`src/hw/rtl/tdgw_pkg.sv`:
```
// tdgw_pkg: shared types and constants for the tick divider with gate window
// holds transaction structs, item kind codes, gate states and flag bit indexes
// no dependencies
package tdgw_pkg;

  localparam logic [3:0] TICKS_PER_TENTH   = 4'd10;
  localparam logic [3:0] TENTHS_PER_SECOND = 4'd10;

  // item kind codes; code 3 is unused and leaves the state alone
  localparam logic [1:0] KIND_TICK  = 2'd0;
  localparam logic [1:0] KIND_START = 2'd1;
  localparam logic [1:0] KIND_CLEAR = 2'd2;

  // bit positions in the sticky flag register
  localparam int FLAG_10MS_BIT  = 0;
  localparam int FLAG_100MS_BIT = 1;
  localparam int FLAG_1S_BIT    = 2;
  localparam int FLAG_DONE_BIT  = 3;

  typedef enum logic [1:0] {
    GATE_OFF      = 2'd0,
    GATE_ARMED    = 2'd1,
    GATE_SAMPLING = 2'd2,
    GATE_DONE     = 2'd3
  } gate_state_t;

  typedef struct packed {
    logic [1:0] kind;
    logic [7:0] period;
    logic [3:0] clear_mask;
  } item_t;

  typedef struct packed {
    logic [15:0] tick_count;
    logic        flag_10ms;
    logic        flag_100ms;
    logic        flag_1s;
    logic        flag_complete;
    logic        start_pulse;
    logic        stop_pulse;
    logic        gate_level;
    logic [1:0]  window_state;
  } result_t;

endpackage

```
`src/hw/rtl/tick_divider_with_gate_window.sv`:
```
// tick_divider_with_gate_window: top level of the timebase with gate window
// instantiates tdgw_core and tdgw_out; depends on tdgw_pkg
//
//   channel  | signals                          | direction | payload
//   item     | item_valid, item_ready, item     | in        | item_t
//   result   | result_valid, result_ready, result | out     | result_t
//
// each transaction is applied when accepted; its result shows in the result
// register on the next cycle, and one transaction per cycle is sustained while result_ready stays high
// reset zeroes the tick count and flags, reloads the dividers, turns the gate off and empties the result register
// a stalled result holds item_ready low only while the full result register waits
module tick_divider_with_gate_window
  import tdgw_pkg::*;
(
  input  logic    clk,
  input  logic    rst,
  input  logic    item_valid,
  output logic    item_ready,
  input  item_t   item,
  output logic    result_valid,
  input  logic    result_ready,
  output result_t result
);

  logic    accept;
  result_t result_next;

  assign accept = item_valid && item_ready;

  tdgw_core u_core (
    .clk         (clk),
    .rst         (rst),
    .accept      (accept),
    .item        (item),
    .result_next (result_next)
  );

  tdgw_out u_out (
    .clk          (clk),
    .rst          (rst),
    .load         (accept),
    .result_next  (result_next),
    .can_load     (item_ready),
    .result_valid (result_valid),
    .result_ready (result_ready),
    .result       (result)
  );

endmodule

```
`src/hw/rtl/tdgw_core.sv`:
```
// tdgw_core: timebase state registers and their single-pass update logic
// computes the post-item state and result from the incoming transaction
// depends on tdgw_pkg
module tdgw_core
  import tdgw_pkg::*;
(
  input  logic    clk,
  input  logic    rst,
  input  logic    accept,
  input  item_t   item,
  output result_t result_next
);

  logic [15:0] tick_total;
  logic [3:0]  tenth_counter;
  logic [3:0]  second_counter;
  gate_state_t gate_state;
  logic [7:0]  remaining_ticks;
  logic [3:0]  event_flags;
  logic        gate_pin;

  logic [15:0] tick_total_next;
  logic [3:0]  tenth_counter_next;
  logic [3:0]  second_counter_next;
  gate_state_t gate_state_next;
  logic [7:0]  remaining_ticks_next;
  logic [3:0]  event_flags_next;
  logic        gate_pin_next;

  logic        is_tick;
  logic        is_start;
  logic        is_clear;
  logic [7:0]  remaining_dec;
  logic [3:0]  tenth_dec;
  logic [3:0]  second_dec;
  logic        start_pulse;
  logic        stop_pulse;

  assign is_tick  = (item.kind == KIND_TICK);
  assign is_start = (item.kind == KIND_START);
  assign is_clear = (item.kind == KIND_CLEAR);

  assign remaining_dec = remaining_ticks - 8'd1;
  assign tenth_dec     = tenth_counter - 4'd1;
  assign second_dec    = second_counter - 4'd1;

  // gate window next state
  always_comb begin
    gate_state_next = gate_state;
    if (is_start) begin
      gate_state_next = GATE_ARMED;
    end else if (is_tick) begin
      case (gate_state)
        GATE_ARMED:    gate_state_next = GATE_SAMPLING;
        GATE_SAMPLING: if (remaining_dec == 8'd0) gate_state_next = GATE_DONE;
        default:       gate_state_next = gate_state;
      endcase
    end
  end

  // gate window outputs and window counter
  always_comb begin
    start_pulse          = 1'b0;
    stop_pulse           = 1'b0;
    gate_pin_next        = gate_pin;
    remaining_ticks_next = remaining_ticks;
    if (is_start) begin
      remaining_ticks_next = item.period;
    end else if (is_tick) begin
      case (gate_state)
        GATE_ARMED: begin
          gate_pin_next = 1'b1;
          start_pulse   = 1'b1;
        end
        GATE_SAMPLING: begin
          remaining_ticks_next = remaining_dec;
          if (remaining_dec == 8'd0) begin
            gate_pin_next = 1'b0;
            stop_pulse    = 1'b1;
          end
        end
        default: ;
      endcase
    end
  end

  // tick count, cascaded dividers and sticky flags
  always_comb begin
    tick_total_next     = tick_total;
    tenth_counter_next  = tenth_counter;
    second_counter_next = second_counter;
    event_flags_next    = event_flags;
    if (is_tick) begin
      tick_total_next = tick_total + 16'd1;
      event_flags_next[FLAG_10MS_BIT] = 1'b1;
      if (stop_pulse) event_flags_next[FLAG_DONE_BIT] = 1'b1;
      tenth_counter_next = tenth_dec;
      if (tenth_dec == 4'd0) begin
        tenth_counter_next = TICKS_PER_TENTH;
        event_flags_next[FLAG_100MS_BIT] = 1'b1;
        second_counter_next = second_dec;
        if (second_dec == 4'd0) begin
          second_counter_next = TENTHS_PER_SECOND;
          event_flags_next[FLAG_1S_BIT] = 1'b1;
        end
      end
    end else if (is_start) begin
      event_flags_next[FLAG_DONE_BIT] = 1'b0;
    end else if (is_clear) begin
      event_flags_next = event_flags & ~item.clear_mask;
    end
  end

  always_ff @(posedge clk) begin
    if (rst) begin
      tick_total      <= '0;
      tenth_counter   <= TICKS_PER_TENTH;
      second_counter  <= TENTHS_PER_SECOND;
      gate_state      <= GATE_OFF;
      remaining_ticks <= '0;
      event_flags     <= '0;
      gate_pin        <= 1'b0;
    end else if (accept) begin
      tick_total      <= tick_total_next;
      tenth_counter   <= tenth_counter_next;
      second_counter  <= second_counter_next;
      gate_state      <= gate_state_next;
      remaining_ticks <= remaining_ticks_next;
      event_flags     <= event_flags_next;
      gate_pin        <= gate_pin_next;
    end
  end

  always_comb begin
    result_next.tick_count    = tick_total_next;
    result_next.flag_10ms     = event_flags_next[FLAG_10MS_BIT];
    result_next.flag_100ms    = event_flags_next[FLAG_100MS_BIT];
    result_next.flag_1s       = event_flags_next[FLAG_1S_BIT];
    result_next.flag_complete = event_flags_next[FLAG_DONE_BIT];
    result_next.start_pulse   = start_pulse;
    result_next.stop_pulse    = stop_pulse;
    result_next.gate_level    = gate_pin_next;
    result_next.window_state  = gate_state_next;
  end

endmodule

```
`src/hw/rtl/tdgw_out.sv`:
```
// tdgw_out: result register with valid/ready handshake toward the consumer
// frees the input side whenever the register is empty or being drained
// depends on tdgw_pkg
module tdgw_out
  import tdgw_pkg::*;
(
  input  logic    clk,
  input  logic    rst,
  input  logic    load,
  input  result_t result_next,
  output logic    can_load,
  output logic    result_valid,
  input  logic    result_ready,
  output result_t result
);

  assign can_load = !result_valid || result_ready;

  always_ff @(posedge clk) begin
    if (rst) begin
      result_valid <= 1'b0;
    end else if (load) begin
      result_valid <= 1'b1;
    end else if (result_ready) begin
      result_valid <= 1'b0;
    end
  end

  always_ff @(posedge clk) begin
    if (load) begin
      result <= result_next;
    end
  end

endmodule
```
`config.mk`:
```
export PLATFORM = sky130hd
export DESIGN_NAME = tick_divider_with_gate_window
export DESIGN_NICKNAME = d
export VERILOG_FILES = /design/src/hw/rtl/tdgw_pkg.sv /design/src/hw/rtl/tick_divider_with_gate_window.sv /design/src/hw/rtl/tdgw_core.sv /design/src/hw/rtl/tdgw_out.sv
export SDC_FILE = /design/constraint.sdc
export NUM_CORES = 1
export LEC_CHECK = 0
export BUFFER_PORTS_ARGS = -buffer_cell sky130_fd_sc_hd__buf_2
export CAP_MARGIN = 20
export CELL_PAD_IN_SITES_DETAIL_PLACEMENT = 1
export CELL_PAD_IN_SITES_GLOBAL_PLACEMENT = 2
export CORE_AREA = 4 4 101 103
export DETAILED_ROUTE_END_ITERATION = 8
export DIE_AREA = 0 0 105 107
export GPL_TIMING_DRIVEN = 0
export PLACE_DENSITY_LB_ADDON = 0.1
export SETUP_SLACK_MARGIN = 0.5
export SLEW_MARGIN = 20
export SYNTH_ARGS = -nofsm -noshare
export SYNTH_HDL_FRONTEND = slang
export SYNTH_HIERARCHICAL = 1
export SYNTH_SLANG_ARGS = --single-unit
```
`constraint.sdc`:
```
create_clock -name clk -period 3.7 [get_ports clk]
set_input_delay 0.74 -clock clk [delete_from_list [all_inputs] [get_ports clk]]
set_output_delay 0.74 -clock clk [all_outputs]
set_load 0.05 [all_outputs]
```
# After elaboration in Yosys (flattened, before gate mapping)
# Cells that the tools add are included.
[word_totals]
in_bits = 18
latchBits = 0
reg_bits = 65
ram_bits = 0
elab_cells = 70
memories = 0
rom_bits = 0
[op_classes]
mul = 0
addsub = 4
div_mod_pow = 0
eq_ne = 4
shift = 0
bitwise_logic = 3
n_mux = 28
n_reduce_logical = 14
magnitude_cmp = 0
[ops]
columns = ["cell", "count"]
rows = [
  ["$mux W8", 3],
  ["$add A16 B1 Y16 const B", 1],
  ["$mux W16", 1],
  ["$mux W4", 4],
  ["$mux W1", 13],
  ["$logic_not A4 Y1", 2],
  ["$logic_not A8 Y1", 1],
  ["$mux W2", 4],
  ["$sub A4 B1 Y4 const B", 2],
  ["$sub A8 B1 Y8 const B", 1],
  ["$reduce_and A3 Y1", 2],
  ["$reduce_bool A2 Y1", 3],
  ["$and A4 B4 Y4", 1],
  ["$eq A2 B1 Y1 const B", 2],
  ["$eq A2 B2 Y1 const B", 2],
  ["$not A4 Y4", 1],
  ["$pmux W2 S2", 1],
  ["$mux W3", 1],
  ["$logic_not A2 Y1", 1],
  ["$pmux W1 S2", 1],
  ["$reduce_and A2 Y1", 1],
  ["$reduce_or A2 Y1", 1],
  ["$logic_and A1 B1 Y1", 1],
  ["$logic_not A1 Y1", 1],
  ["other kinds (2)", 2],
]

# Depth between registers and ports, before layout
[logic_depth]
word_depth = 8
mapped_depth = 8

# Hierarchy
# The synthesis kept the hierarchy.
[by_module_without_submodules]
columns = ["mod", "seq_area_each_um2", "n_inst", "area_per_inst_um2", "cells_per_inst"]
rows = [
  ["tdgw_core", 780.7, 1, 2632.5, 343],
  ["tdgw_out", 770.7, 1, 797.0, 29],
  ["tick_divider_with_gate_window", 0.0, 1, 6.3, 1],
]

# Worst setup path after synthesis
# Ideal clock, no wire load.
[synth_timing]
path_type = "input to register"
from = "input result_ready"
to = "register u_core.second_counter[2]"
path_buffers = 0
setup_slack_ns = 0.813
t_required_ns = 3.630
arrival_time_ns = 2.817
stages = 6
cell_sequence = "nand2b_4 -> and2_1 -> nor3b_4 -> nand2_1 -> or4_1 -> a21oi_1"
[synth_between]
elab_chain_len = 3
[synth_rtl]
columns = ["item", "line", "source"]
rows = [
  ["from (decl)", "tick_divider_with_gate_window.sv:21", "input logic result_ready,"],
  ["$logic_or A1 B1 Y1", "tdgw_out.sv:17", "assign can_load = !result_valid || result_ready;"],
  ["$logic_and A1 B1 Y1", "tick_divider_with_gate_window.sv:28", "assign accept = item_valid && item_ready;"],
  ["via accept", "tick_divider_with_gate_window.sv:25", "logic accept;"],
  ["$reduce_and A3 Y1 (no line)", "--", ""],
  ["to (signal assigned)", "tdgw_core.sv:126", "second_counter <= second_counter_next;"],
  ["to (decl)", "tdgw_core.sv:16", "logic [3:0] second_counter;"],
]
# The timed path passes the listed nets, and every way through them passes these cells.
# A chain may end at the register's enable or synchronous reset.

# Final worst setup path
[layout_timing]
from = "input result_ready"
to = "register u_core.tick_total[11]"
[layout_between]
elab_chain_len = 2
[layout_rtl]
columns = ["item", "line", "source"]
rows = [
  ["$logic_or A1 B1 Y1", "tdgw_out.sv:17", ""],
  ["$logic_and A1 B1 Y1", "tick_divider_with_gate_window.sv:28", ""],
  ["via accept", "tick_divider_with_gate_window.sv:25", ""],
  ["to (signal assigned)", "tdgw_core.sv:124", "tick_total <= tick_total_next;"],
  ["to (decl)", "tdgw_core.sv:14", "logic [15:0] tick_total;"],
]
# The timed path passes the listed nets, and every way through them passes these cells.

==> qor.yml <==
grt_pass1_vias: 2928
die_w_um: 105
post_cts_resized: 0
path_max_fanout: 30
placed_cell_area_um2: 3796
num-fill-cells: 1101
cts_made_buffers: 9
overflow: 0
wl_per_cell_um: 15.81
syn_area_per_cell_um2: 9.211
cp_slowest_stage_delay_ns: 0.59
netlist_top_cells_count: "54 x nor2_1, 40 x dfxtp_1, 33 x nand2_1"
crit_start: "result_ready"
tritoncts: "done"
synth_top_area_share_pct: 23.31
setup_viol: 0
drt_iter0_markers: 96
path_cells: "buf_2 > nand2b_4 > and2_2 > buf_1 > buf_1 > nand4_1 > xor2_1 > nor2_1"
antenna_found_initial: 0
synth_nets: 401
leakagePower_uw: 0.001652
nNetsFinal: 456
ant_nets: 0
die-area_um2: 11240
cp-end-kind: "flop"
synth_warnings: 6
htreeDepth: 3
hold_class: "reg2reg"
initial_utilization_pct: 37.36
clk_path_buf_depth: 2
syn2layout_area_growth_pct: 17.73
path_buf_inv: 3
setup_tns_ns: 0
crit_path_start_kind: "input pin"
maxCapViolations: 0
final_area_um2: 4045
hold_slack_ns: 0.4915
crit_slowest_cell: "and2_2"
dp.cells: 528
wl_mm: 8.601
hp-start: "u_core/event_flags[1]"
max_slew_margin_pct: 54.12
clock-sinks: 65
ios: 45
clkTransAtPathRegs_ns: 0.08
drv_slew: 0
post_cts_buffers: 0
cts_root_buffer: "clkbuf_8"
hold_viol_final: 0
grt_max_degree: 31
peakVddDrop_uv: 164.0
finalCritPeriodShare_pct: 73.90
required_ns: 3.91
yosysMostFrequentCell: "nor2_1"
path_class: "in2reg"
ys.flop_type: "dfxtp_1"
coreArea_um2: 9196
fmax_mhz: 365.7
yosysTopAreaCell: "dfxtp_1"
netlist_area_um2: 3436
ys_ff_latch: 65
stdcell_count: 544
clk_latency_ns: 0.35
timing.rr.start: "u_out/result_valid"
grt.total_usage_pct: 16.02
synth.distinct_cells: 62
io_buffers: 44
ys_seq_area_share_pct: 45.16
min_period_ns: 2.734
dr.pass1.iters: 4
antennaDiodeCount: 0
rsz0062_at_grt: "false"
tightest_slew_ns: 0.6883
status: "finished clean"
cellPowerDensity_nw_per_um2: 432.6
vias: 2836
drive_gt1_share_pct: 21.02
dpl.hpwl_mm: 6.193
netlist_instances: 373
die_h_um: 107
path_common_cell: "buf_1"
yosys-top-cells-area: "dfxtp_1 23%, edfxtp_1 22%, nor2_1 5.9%"
drcViolationCount: 0
synth-edff-count: 25
row_count: 35
fin_ws_ns: 0.9657
grt_pass1_wl_mm: 14.43
crit_family: "buffers and inverters"
gp_congestion: 0.7637
worstPathArrival_ns: 2.95
vias_per_cell: 5.213
ys_async_sr_fraction_pct: 0
cts_hold_buf: 0
fin_skew_ns: 0.004504
post-place-ws_ns: 0.5484
per-stage QoR:
step / power, µW / utilization [%]
finish: 1750 / 43.99
global route: 1823 / 43.99
CTS: 1776 / 43.99
detailed placement: 1008 / 41.28
global placement: 1005 / 41.27
floorplan: 947.5 / -
path summary, 6_finish.rpt:
check	depth (start not counted)	endpoint	slack, ns
worst min-delay path	2	u_core/event_flags[1]	0.49
worst max-delay path	8	u_core/tick_total[11]	0.97
worst min register to register	2	u_core/event_flags[1]	0.49
worst max register to register	7	u_core/tick_total[11]	1.12
state kept, by name (all words and copies together), names as in the netlist:
register	count
u_core/event_flags	4
u_core/gate_pin	1
u_core/gate_state	2
u_core/remaining_ticks	8
u_core/second_counter	4
u_core/tenth_counter	4
u_core/tick_total	16
u_out/result	25
u_out/result_valid	1
layer usage:
metal	up-vias	GRT usage, %	routed length, µm
met5	-	0	0
met4	0	4.873	100
met3	8	3.191	261
met2	40	28.74	4292
met1	1372	19.32	3945
li1	1416	-	-
cell usage in the layout (no fill, tap or decap), drive strengths merged, types with 4 or more instances in the layout:
cell	n
nand3	11
dfxtp	40
nand4	9
nor2	56
a21oi	20
ha	10
and2	8
clkbuf	18
nor2b	4
nand2	33
edfxtp	25
nor3	9
inv	20
o21ai	21
xnor2	12
buf	54
and3	4
xor2	17
logic make-up (layout without fill, tap and decap cells):
kind of cell | count (synthesis) | after routing | synth area share, %
adders and majority gates | 10 | 10 | 3.642
muxes | 6 | 6 | 1.857
AOI/OAI and AO/OA | 74 | 74 | 13.77
and+or+nand+nor | 152 | 152 | 23.42
DFF | 65 | 65 | 45.16
buffers and inverters | 37 | 97 | 4.770
xor gates and xnor gates | 29 | 29 | 7.392
area by class of cell:
class,count,area [µm²],area share [%]
plain buffers,19,96.34,2.382
clock buffers,9,123.9,3.062
clock inverters,7,125.1,3.093
inverters,18,67.56,1.670
multi-input cells,271,1722,42.56
flip-flops and latches,65,1551,38.35
well taps,111,138.9,3.433
repair buffers,44,220.2,5.444
power breakdown:
part,switching [µW],internal [µW],leakage (µW)
logic,148,63.8,0.000949
clock network,307,455,0.000124
registers,11.6,765,0.000578
total,466,1280,0.00165
tightest hold or removal path: stages, from the launching register on:
cell     delay, ns
dfxtp_1       0.32
o31ai_1       0.06
a21oi_1       0.06
Power figures use the tool's default switching activity.
